**src/rtl/sstls_pkg.sv**
```systemverilog
// Shared types, codes and the character-to-segment table for the display loader.
package sstls_pkg;

  typedef enum logic [1:0] {
    OP_START = 2'd0,
    OP_CHAR  = 2'd1,
    OP_END   = 2'd2,
    OP_TICK  = 2'd3
  } op_t;

  localparam int CFG_IDX_W  = 2;
  localparam int CFG_DATA_W = 1;

  localparam logic [CFG_IDX_W-1:0] CFG_SEG_LEVEL = 2'd0;
  localparam logic [CFG_IDX_W-1:0] CFG_DIG_LEVEL = 2'd1;

  localparam int DIG_OUT_W = 4;

  localparam logic [7:0] CHAR_ZERO  = 8'h30;
  localparam logic [7:0] CHAR_NINE  = 8'h39;
  localparam logic [7:0] CHAR_DASH  = 8'h2D;
  localparam logic [7:0] CHAR_SPACE = 8'h20;
  localparam logic [7:0] CHAR_DOT   = 8'h2E;

  localparam logic [6:0] PAT_DASH  = 7'h40;
  localparam logic [6:0] PAT_BLANK = 7'h00;

  localparam logic [6:0] DIGIT_PATTERNS [10] = '{
    7'h3F, 7'h06, 7'h5B, 7'h4F, 7'h66, 7'h6D, 7'h7D, 7'h07, 7'h7F, 7'h6F
  };

  typedef struct packed {
    logic       known;
    logic       is_dot;
    logic [6:0] pattern;
  } char_dec_t;

  typedef struct packed {
    logic seg_level;
    logic dig_level;
  } cfg_t;

  typedef struct packed {
    logic [6:0]           seg;
    logic                 dot;
    logic [DIG_OUT_W-1:0] digits;
  } pin_t;

  typedef struct packed {
    logic status;
    pin_t pins;
  } result_t;

  function automatic char_dec_t decode_char(input logic [7:0] c);
    char_dec_t d;
    logic [7:0] ofs;
    d = '{known: 1'b0, is_dot: 1'b0, pattern: PAT_BLANK};
    ofs = c - CHAR_ZERO;
    if (c >= CHAR_ZERO && c <= CHAR_NINE) begin
      d.known   = 1'b1;
      d.pattern = DIGIT_PATTERNS[ofs[3:0]];
    end else if (c == CHAR_DASH) begin
      d.known   = 1'b1;
      d.pattern = PAT_DASH;
    end else if (c == CHAR_SPACE) begin
      d.known   = 1'b1;
    end else if (c == CHAR_DOT) begin
      d.is_dot  = 1'b1;
    end
    return d;
  endfunction

endpackage

```
**src/rtl/sstls_in_if.sv**
```systemverilog
// Input channel: one text or tick command per beat.
interface sstls_in_if import sstls_pkg::*; ();
  logic       valid;
  logic       ready;
  logic [1:0] op;
  logic [7:0] char_code;

  modport source (output valid, output op, output char_code, input ready);
  modport sink   (input valid, input op, input char_code, output ready);
endinterface

```
**src/rtl/sstls_out_if.sv**
```systemverilog
// Result channel: status and pin levels, one beat per input item.
interface sstls_out_if import sstls_pkg::*; ();
  logic                 valid;
  logic                 ready;
  logic                 status;
  logic [6:0]           segment_levels;
  logic                 dot_level;
  logic [DIG_OUT_W-1:0] digit_levels;

  modport source (output valid, output status, output segment_levels,
                  output dot_level, output digit_levels, input ready);
  modport sink   (input valid, input status, input segment_levels,
                  input dot_level, input digit_levels, output ready);
endinterface

```
**src/rtl/sstls_cfg_if.sv**
```systemverilog
// Configuration write channel: register index and data per beat.
interface sstls_cfg_if import sstls_pkg::*; ();
  logic                  valid;
  logic                  ready;
  logic [CFG_IDX_W-1:0]  index;
  logic [CFG_DATA_W-1:0] data;

  modport source (output valid, output index, output data, input ready);
  modport sink   (input valid, input index, input data, output ready);
endinterface

```
**src/rtl/seven_segment_text_loader_and_scan_top.sv**
```systemverilog
// Multiplexed seven-segment text loader and digit scanner, top level.
// Accepts one item per clock cycle; each item's result beat is registered in
// the output buffer. The text store and scan pin register update in the same
// cycle the item is taken, and a two-entry output buffer lets one more item in
// while a result beat waits, so the input stalls only when two result beats are
// pending. Configuration writes apply to the pins at the next scan tick.
// DIGIT_COUNT sets the number of digits; digit_levels shows the lowest four
// digit enables.
module seven_segment_text_loader_and_scan_top import sstls_pkg::*; #(
  parameter int DIGIT_COUNT = 4
) (
  input  logic        clk,
  input  logic        rst_n,
  sstls_in_if.sink    in_bus,
  sstls_out_if.source out_bus,
  sstls_cfg_if.sink   cfg_bus
);

  logic                        in_ready;
  logic                        accept;
  op_t                         op;
  logic                        status;
  logic [DIGIT_COUNT-1:0][6:0] pat;
  logic [DIGIT_COUNT-1:0]      dot;
  pin_t                        pins_nxt;
  cfg_t                        cfg_r;
  result_t                     res, out_res;
  logic                        cfg_wr;

  assign in_bus.ready = in_ready;
  assign accept       = in_bus.valid && in_ready;
  assign op           = op_t'(in_bus.op);

  assign cfg_bus.ready = 1'b1;
  assign cfg_wr        = cfg_bus.valid;

  always_ff @(posedge clk) begin
    if (!rst_n) begin
      cfg_r <= '{seg_level: 1'b1, dig_level: 1'b0};
    end else if (cfg_wr) begin
      if (cfg_bus.index == CFG_SEG_LEVEL) cfg_r.seg_level <= cfg_bus.data[0];
      if (cfg_bus.index == CFG_DIG_LEVEL) cfg_r.dig_level <= cfg_bus.data[0];
    end
  end

  sstls_store #(.DIGIT_COUNT(DIGIT_COUNT)) u_store (
    .clk        (clk),
    .rst_n      (rst_n),
    .item_valid (accept),
    .item_op    (op),
    .item_char  (in_bus.char_code),
    .status     (status),
    .pat_r      (pat),
    .dot_r      (dot)
  );

  sstls_scan #(.DIGIT_COUNT(DIGIT_COUNT)) u_scan (
    .clk      (clk),
    .rst_n    (rst_n),
    .tick     (accept && (op == OP_TICK)),
    .cfg      (cfg_r),
    .pat      (pat),
    .dot      (dot),
    .pins_nxt (pins_nxt)
  );

  assign res.status = status;
  assign res.pins   = pins_nxt;

  sstls_skid u_skid (
    .clk        (clk),
    .rst_n      (rst_n),
    .push       (accept),
    .push_data  (res),
    .push_ready (in_ready),
    .pop_valid  (out_bus.valid),
    .pop_ready  (out_bus.ready),
    .pop_data   (out_res)
  );

  assign out_bus.status         = out_res.status;
  assign out_bus.segment_levels = out_res.pins.seg;
  assign out_bus.dot_level      = out_res.pins.dot;
  assign out_bus.digit_levels   = out_res.pins.digits;

endmodule

```
**src/rtl/sstls_store.sv**
```systemverilog
// Text loader: pattern and dot store, write position, freeze and justification.
module sstls_store import sstls_pkg::*; #(
  parameter int DIGIT_COUNT = 4
) (
  input  logic                         clk,
  input  logic                         rst_n,
  input  logic                         item_valid,
  input  op_t                          item_op,
  input  logic [7:0]                   item_char,
  output logic                         status,
  output logic [DIGIT_COUNT-1:0][6:0]  pat_r,
  output logic [DIGIT_COUNT-1:0]       dot_r
);

  localparam int WP_W  = $clog2(DIGIT_COUNT + 1);
  localparam int IDX_W = (DIGIT_COUNT > 1) ? $clog2(DIGIT_COUNT) : 1;

  logic [WP_W-1:0]                wp_r, wp_nxt, wp_dec;
  logic                           frozen_r, frozen_nxt;
  logic [DIGIT_COUNT-1:0][6:0]    pat_nxt;
  logic [DIGIT_COUNT-1:0]         dot_nxt;
  char_dec_t                      dec;
  logic                           open;

  assign dec    = decode_char(item_char);
  assign wp_dec = wp_r - WP_W'(1);
  assign open   = !frozen_r && (wp_r < WP_W'(DIGIT_COUNT));

  always_comb begin
    int src;
    pat_nxt    = pat_r;
    dot_nxt    = dot_r;
    wp_nxt     = wp_r;
    frozen_nxt = frozen_r;
    status     = 1'b0;
    src        = 0;
    if (item_valid) begin
      unique case (item_op)
        OP_START: begin
          pat_nxt    = '0;
          dot_nxt    = '0;
          wp_nxt     = '0;
          frozen_nxt = 1'b0;
        end
        OP_CHAR: begin
          if (open) begin
            if (dec.is_dot) begin
              if (wp_r != '0) dot_nxt[wp_dec[IDX_W-1:0]] = 1'b1;
            end else if (dec.known) begin
              pat_nxt[wp_r[IDX_W-1:0]] = dec.pattern;
              wp_nxt = wp_r + WP_W'(1);
            end else begin
              frozen_nxt = 1'b1;
              status     = 1'b1;
            end
          end
        end
        OP_END: begin
          if (!frozen_r) begin
            frozen_nxt = 1'b1;
            // right-justify a short string, blank the leading positions
            if (wp_r < WP_W'(DIGIT_COUNT)) begin
              for (int i = 0; i < DIGIT_COUNT; i++) begin
                src = i + int'(wp_r) - DIGIT_COUNT;
                if (src >= 0) begin
                  pat_nxt[i] = pat_r[src[IDX_W-1:0]];
                  dot_nxt[i] = dot_r[src[IDX_W-1:0]];
                end else begin
                  pat_nxt[i] = PAT_BLANK;
                  dot_nxt[i] = 1'b0;
                end
              end
            end
          end
        end
        OP_TICK: begin
        end
        default: begin
        end
      endcase
    end
  end

  always_ff @(posedge clk) begin
    if (!rst_n) begin
      pat_r    <= '0;
      dot_r    <= '0;
      wp_r     <= '0;
      frozen_r <= 1'b0;
    end else begin
      pat_r    <= pat_nxt;
      dot_r    <= dot_nxt;
      wp_r     <= wp_nxt;
      frozen_r <= frozen_nxt;
    end
  end

endmodule

```
**src/rtl/sstls_scan.sv**
```systemverilog
// Digit scanner: scan position and pin register with polarity applied.
module sstls_scan import sstls_pkg::*; #(
  parameter int DIGIT_COUNT = 4
) (
  input  logic                         clk,
  input  logic                         rst_n,
  input  logic                         tick,
  input  cfg_t                         cfg,
  input  logic [DIGIT_COUNT-1:0][6:0]  pat,
  input  logic [DIGIT_COUNT-1:0]       dot,
  output pin_t                         pins_nxt
);

  localparam int SP_W = (DIGIT_COUNT > 1) ? $clog2(DIGIT_COUNT) : 1;

  logic [SP_W-1:0]        sp_r, sp_nxt;
  logic [6:0]             seg_r, seg_nxt;
  logic                   dot_r, dot_nxt;
  logic [DIGIT_COUNT-1:0] dig_r, dig_nxt, dig_onehot;

  always_comb begin
    dig_onehot = '0;
    dig_onehot[sp_r] = 1'b1;
    seg_nxt = seg_r;
    dot_nxt = dot_r;
    dig_nxt = dig_r;
    sp_nxt  = sp_r;
    if (tick) begin
      seg_nxt = cfg.seg_level ? pat[sp_r] : ~pat[sp_r];
      dot_nxt = cfg.seg_level ? dot[sp_r] : ~dot[sp_r];
      dig_nxt = cfg.dig_level ? dig_onehot : ~dig_onehot;
      // wrap after the last digit
      sp_nxt  = (sp_r == SP_W'(DIGIT_COUNT - 1)) ? '0 : sp_r + SP_W'(1);
    end
  end

  always_comb begin
    pins_nxt.seg    = seg_nxt;
    pins_nxt.dot    = dot_nxt;
    pins_nxt.digits = '0;
    for (int i = 0; i < DIG_OUT_W; i++) begin
      if (i < DIGIT_COUNT) pins_nxt.digits[i] = dig_nxt[i];
    end
  end

  always_ff @(posedge clk) begin
    if (!rst_n) begin
      sp_r  <= '0;
      seg_r <= '0;
      dot_r <= 1'b0;
      dig_r <= '1;
    end else begin
      sp_r  <= sp_nxt;
      seg_r <= seg_nxt;
      dot_r <= dot_nxt;
      dig_r <= dig_nxt;
    end
  end

endmodule

```
**src/rtl/sstls_skid.sv**
```systemverilog
// Two-entry result buffer: output register plus skid register.
module sstls_skid import sstls_pkg::*; (
  input  logic    clk,
  input  logic    rst_n,
  input  logic    push,
  input  result_t push_data,
  output logic    push_ready,
  output logic    pop_valid,
  input  logic    pop_ready,
  output result_t pop_data
);

  logic    main_valid_r, skid_valid_r;
  result_t main_r, skid_r;
  logic    pop;

  assign push_ready = !skid_valid_r;
  assign pop_valid  = main_valid_r;
  assign pop_data   = main_r;
  assign pop        = main_valid_r && pop_ready;

  always_ff @(posedge clk) begin
    if (!rst_n) begin
      main_valid_r <= 1'b0;
      skid_valid_r <= 1'b0;
    end else if (pop) begin
      if (skid_valid_r) begin
        main_r       <= skid_r;
        skid_valid_r <= 1'b0;
      end else if (push) begin
        main_r       <= push_data;
      end else begin
        main_valid_r <= 1'b0;
      end
    end else if (push) begin
      if (!main_valid_r) begin
        main_r       <= push_data;
        main_valid_r <= 1'b1;
      end else begin
        // hold the beat in the skid stage while the output stalls
        skid_r       <= push_data;
        skid_valid_r <= 1'b1;
      end
    end
  end

endmodule
```
**src/flat_wrapper.sv**
```systemverilog
// flat-port wrapper written by rule: the top's interface ports become plain ports
module seven_segment_text_loader_and_scan_top_flat import sstls_pkg::*;
#(
  parameter int DIGIT_COUNT = 4
)
  (clk, rst_n, in_bus_valid, in_bus_op, in_bus_char_code, in_bus_ready, out_bus_valid, out_bus_status, out_bus_segment_levels, out_bus_dot_level, out_bus_digit_levels, out_bus_ready, cfg_bus_valid, cfg_bus_index, cfg_bus_data, cfg_bus_ready);
  sstls_in_if in_bus_i ();
  sstls_out_if out_bus_i ();
  sstls_cfg_if cfg_bus_i ();
  input  logic clk;
  input  logic rst_n;
  input wire logic [$bits(in_bus_i.valid)-1:0] in_bus_valid;
  input wire logic [$bits(in_bus_i.op)-1:0] in_bus_op;
  input wire logic [$bits(in_bus_i.char_code)-1:0] in_bus_char_code;
  output wire logic [$bits(in_bus_i.ready)-1:0] in_bus_ready;
  output wire logic [$bits(out_bus_i.valid)-1:0] out_bus_valid;
  output wire logic [$bits(out_bus_i.status)-1:0] out_bus_status;
  output wire logic [$bits(out_bus_i.segment_levels)-1:0] out_bus_segment_levels;
  output wire logic [$bits(out_bus_i.dot_level)-1:0] out_bus_dot_level;
  output wire logic [$bits(out_bus_i.digit_levels)-1:0] out_bus_digit_levels;
  input wire logic [$bits(out_bus_i.ready)-1:0] out_bus_ready;
  input wire logic [$bits(cfg_bus_i.valid)-1:0] cfg_bus_valid;
  input wire logic [$bits(cfg_bus_i.index)-1:0] cfg_bus_index;
  input wire logic [$bits(cfg_bus_i.data)-1:0] cfg_bus_data;
  output wire logic [$bits(cfg_bus_i.ready)-1:0] cfg_bus_ready;
  assign in_bus_i.valid = in_bus_valid;
  assign in_bus_i.op = in_bus_op;
  assign in_bus_i.char_code = in_bus_char_code;
  assign in_bus_ready = in_bus_i.ready;
  assign out_bus_valid = out_bus_i.valid;
  assign out_bus_status = out_bus_i.status;
  assign out_bus_segment_levels = out_bus_i.segment_levels;
  assign out_bus_dot_level = out_bus_i.dot_level;
  assign out_bus_digit_levels = out_bus_i.digit_levels;
  assign out_bus_i.ready = out_bus_ready;
  assign cfg_bus_i.valid = cfg_bus_valid;
  assign cfg_bus_i.index = cfg_bus_index;
  assign cfg_bus_i.data = cfg_bus_data;
  assign cfg_bus_ready = cfg_bus_i.ready;
  seven_segment_text_loader_and_scan_top #(.DIGIT_COUNT(DIGIT_COUNT)) u_core (.clk(clk), .rst_n(rst_n), .in_bus(in_bus_i), .out_bus(out_bus_i), .cfg_bus(cfg_bus_i));
endmodule
```
**config.mk**
```make
export PLATFORM = sky130hd
export DESIGN_NAME = seven_segment_text_loader_and_scan_top_flat
export DESIGN_NICKNAME = d
export VERILOG_FILES = /design/src/rtl/sstls_pkg.sv /design/src/rtl/sstls_in_if.sv /design/src/rtl/sstls_out_if.sv /design/src/rtl/sstls_cfg_if.sv /design/src/rtl/seven_segment_text_loader_and_scan_top.sv /design/src/rtl/sstls_store.sv /design/src/rtl/sstls_scan.sv /design/src/rtl/sstls_skid.sv /design/src/flat_wrapper.sv
export SDC_FILE = /design/constraint.sdc
export NUM_CORES = 1
export LEC_CHECK = 0
export BUFFER_PORTS_ARGS = -buffer_cell sky130_fd_sc_hd__buf_4
export CORE_MARGIN = 3
export CORE_UTILIZATION = 46
export CTS_CLUSTER_SIZE = 40
export DETAILED_ROUTE_END_ITERATION = 8
export HOLD_SLACK_MARGIN = 0.06
export PLACE_DENSITY = 0.72
export SLEW_MARGIN = 20
export SYNTH_ARGS = -nofsm -noshare
export SYNTH_HDL_FRONTEND = slang
export SYNTH_HIERARCHICAL = 1
export SYNTH_SLANG_ARGS = --single-unit
export TNS_END_PERCENT = 20
```
**constraint.sdc**
```tcl
create_clock -name clk -period 2.6 [get_ports clk]
set_clock_uncertainty 0.05 [all_clocks]
set_input_delay 0.13 -clock clk [delete_from_list [all_inputs] [get_ports clk]]
set_output_delay 0.13 -clock clk [all_outputs]
set_load 0.05 [all_outputs]
```
==> flow_metrics.py <==
metrics = {
    "sta": {
        "worst_pin_slew_ns": 0.859,
        "finalCritPeriodShare": 0.928,
        "setup-violations-final": 0,
        "post-route-min-period_ns": 2.41,
        "fin_ws_ns": 0.186,
        "fmax_mhz": 414,
        "finalMaxSlewViolations": 0,
        "max_slew_margin": 0.421,
        "hold_violations": 0,
    },
    "critical_path": {
        "slowest_delay_ns": 0.38,
        "cpMaxStageDelayCell": "dfxtp_1",
        "worstPathCellList": "inv_1 -> and2_1 -> and3_1 -> nand3b_1 -> mux2i_1 -> a21oi_1 -> nand2_1 -> mux2_4",
        "worst-path-max-fanout": 10,
        "rrSetupSlack_ns": 0.19,
        "crit_path_end_kind": "register",
        "required_ns": 2.63,
        "crit_arrival_ns": 2.44,
        "cp_top_family": "simple AND/OR/NAND/NOR gates",
        "path_buf_inv": 1,
        "crit_type": "register to register",
        "start_kind": "register",
    },
    "global_route": {
        "overflow": 0,
        "grtUsageTotal": 0.222,
        "grt_pass1_vias": 4367,
        "grt_start_max_net_pins": 29,
        "grt_pass1_wl_um": 22900,
        "grt_antenna_before_repair": 0,
    },
    "drt": {
        "avgRoutedWirePerCell_um": 20.4,
        "num_vias": 4429,
        "finalWirelength_um": 14200,
        "firstDrtPassIters": 5,
        "viasPerCell": 6.39,
        "first_iter_violations": 435,
        "ant_nets": 0,
        "drc": 0,
    },
    "die": {
        "start_util": 0.483,
        "die_area_um2": 13000,
        "io_pins": 34,
        "dieWidth_um": 114,
        "core_um2": 11100,
        "dieHeight_um": 114,
        "std_cell_rows": 38,
    },
    "cells_and_area": {
        "multi_input_area_um2": 3240,
        "fin_nets": 588,
        "final_layout_size_suffix_gt1_frac": 0.233,
        "syn2layout_area_growth_pct": 14.2,
        "fillCellCount": 953,
        "postLayoutCellArea_um2": 6140,
        "final-seq-area_um2": 1860,
        "n_antenna_cell": 0,
    },
    "job": {
        "maxCapViolCount": 0,
    },
    "run_status": {
        "outcome": "finished clean",
    },
    "clock_tree": {
        "postCtsSetupRepairBufs": 0,
        "clock-sinks": 80,
        "cts_root_buf": "clkbuf_16",
        "cts_max_path_buffers": 2,
        "cts_inserted_buffers": 9,
        "clk_latency_ns": 0.33,
        "cts_tree": "yes",
        "cts_htree_levels": 3,
        "path_clk_slew_ns": 0.06,
    },
    "synth": {
        "synth_area_leaders": "dfxtp_1, edfxtp_1, mux4_2",
        "syn_area_per_cell_um2": 10.5,
        "post-synth-top-area-cell": "dfxtp_1",
        "async_reset_ff_frac": 0,
        "synth_ff_type": "dfxtp_1",
        "postSynthCellCount": 511,
        "syn_nets": 551,
        "yosys_warnings": 6,
        "synth_edf_count": 26,
        "ys_ff_latch": 80,
        "synth_cell_type_count": 73,
        "yosysSeqAreaShare": 0.346,
        "synth_top_area_share": 0.201,
        "mappedNetlistArea_um2": 5380,
    },
    "power_and_ir_drop": {
        "peakVddDrop_uv": 410,
        "cellLeakagePower_nw": 2.21,
        "p_per_area_nw_per_um2": 517,
    },
    "placed_design": {
        "place_area_um2": 5740,
        "post-place-ws_ns": 0.227,
        "dp_hpwl_um": 10100,
        "port_buffers": 32,
        "place_congestion": 0.919,
    },
    "hold_path": {
        "hold_path.class": "input port to register",
    },
}
report_power, final:
| part | switching, mW | internal, mW | total [mW] |
|---|---|---|---|
| Clock | 0.532 | 0.946 | 1.48 |
| Sequential | 0.0227 | 1.32 | 1.34 |
| Combinational | 0.227 | 0.131 | 0.358 |
final timing paths:
check | from | end | cells after the start
max | u_core/u_skid/skid_valid_r$_SDFFE_PP0P_ | u_core/u_skid/pop_data[10]$_DFFE_PP_ | 8
min | cfg_bus_valid | u_core/cfg_r[0]$_SDFFE_PN0P_ | 3
max reg2reg | u_core/u_skid/skid_valid_r$_SDFFE_PP0P_ | u_core/u_skid/pop_data[10]$_DFFE_PP_ | 8
min reg2reg | u_core/u_scan/seg_r[1]$_SDFF_PN0_ | u_core/u_scan/seg_r[1]$_SDFF_PN0_ | 2
what timing repair did:
| item | in CTS | in global routing |
|---|---|---|
| endpoints found under the hold margin | 3 | 0 |
| setup endpoints to repair | 0 | 4 |
| gates resized for setup | 0 | 1 |
| hold buffers | 5 | 0 |
synthesized netlist by cell type, drive strengths merged (4+ instances only):
master	n
dfxtp	54
mux2i	40
nand2	35
a21oi	27
edfxtp	26
nor2	24
buf	23
ha	22
mux4	21
o2bb2ai	20
mux2	18
inv	17
nand3	14
o21ai	14
nand2b	10
clkbuf	9
o22ai	9
xor2	9
a31oi	8
and2	8
a22o	7
nor2b	7
a22oi	6
a32o	6
nor3	6
o211ai	6
a221oi	5
a222oi	4
and3	4
nand4	4
o21a	4
o31ai	4
or2	4
xnor2	4
routing by layer:
metal,track usage,routed length (µm),up-vias,share of wire
met1,0.282,5870,2159,0.41
met3,0.0534,1170,32,0.083
met2,0.371,6760,207,0.48
li1,-,-,2031,-
met5,0,0,-,0
met4,0.0744,372,0,0.026
per-stage QoR:
step                      hold slack [ns]  setup TNS (ns)  utilization  power [mW]  instances
after floorplan                     0.169               0            -        1.61        511
final                              0.0925               0        0.552        3.17        693
after detailed placement            0.378               0        0.516        1.71        672
after global placement              0.354               0        0.516        1.70        672
after global routing               0.0962        -0.00152        0.552        3.27        693
after CTS                          0.0915               0        0.552        3.18        693
state kept, by name, summed over array words and instances (netlist names):
register / count
u_core/cfg_r: 2
u_core/u_scan/dig_r: 4
u_core/u_scan/dot_r: 1
u_core/u_scan/seg_r: 7
u_core/u_scan/sp_r: 2
u_core/u_skid/pop_data: 13
u_core/u_skid/pop_valid: 1
u_core/u_skid/skid_r: 13
u_core/u_skid/skid_valid_r: 1
u_core/u_store/dot_r: 4
u_core/u_store/frozen_r: 1
u_core/u_store/pat_r: 28
u_core/u_store/wp_r: 3
area by class of cell:
type                            count  share of cell area
Tap cell                          140              0.0285
Clock inverter                      6              0.0188
Sequential cell                    80               0.304
Clock buffer                       10              0.0373
Inverter                           18              0.0110
Multi-Input combinational cell    381               0.528
Timing Repair Buffer               58              0.0730
cells by family after synthesis:
| group | count (synthesis) | share of synthesized area |
|---|---|---|
| DFF | 80 | 0.346 |
| and+or+nand+nor | 129 | 0.128 |
| buffers and inverters | 50 | 0.0512 |
| other | 1 | 0.000698 |
| muxes | 79 | 0.207 |
| adders and majority gates | 22 | 0.0512 |
| xor gates and xnor gates | 13 | 0.0212 |
| AOI/OAI and AO/OA | 137 | 0.194 |
layout by cell type (no fill, tap or decap), types with 5 or more instances in the layout:
cell,count
nor3_1,5
o211ai_1,6
a21oi_1,26
nand2_1,35
dlygate4sd3_1,5
a31oi_1,8
ha_1,22
a22oi_1,6
inv_1,16
a22o_1,7
buf_4,53
clkbuf_16,9
o22ai_1,8
a221oi_1,5
edfxtp_1,26
and2_1,8
dfxtp_1,53
mux2_4,10
nand3_1,13
nand2b_1,10
mux2i_1,40
xor2_1,9
mux2_2,8
nor2b_1,6
o2bb2ai_1,20
nor2_1,23
mux4_2,21
o21ai_0,10
tightest hold or removal path, stage by stage:
cell and delay, ns:
buf_4 0.12, nand3b_1 0.09, mux2i_1 0.08
Note: power is estimated with default switching activity, not from simulation.
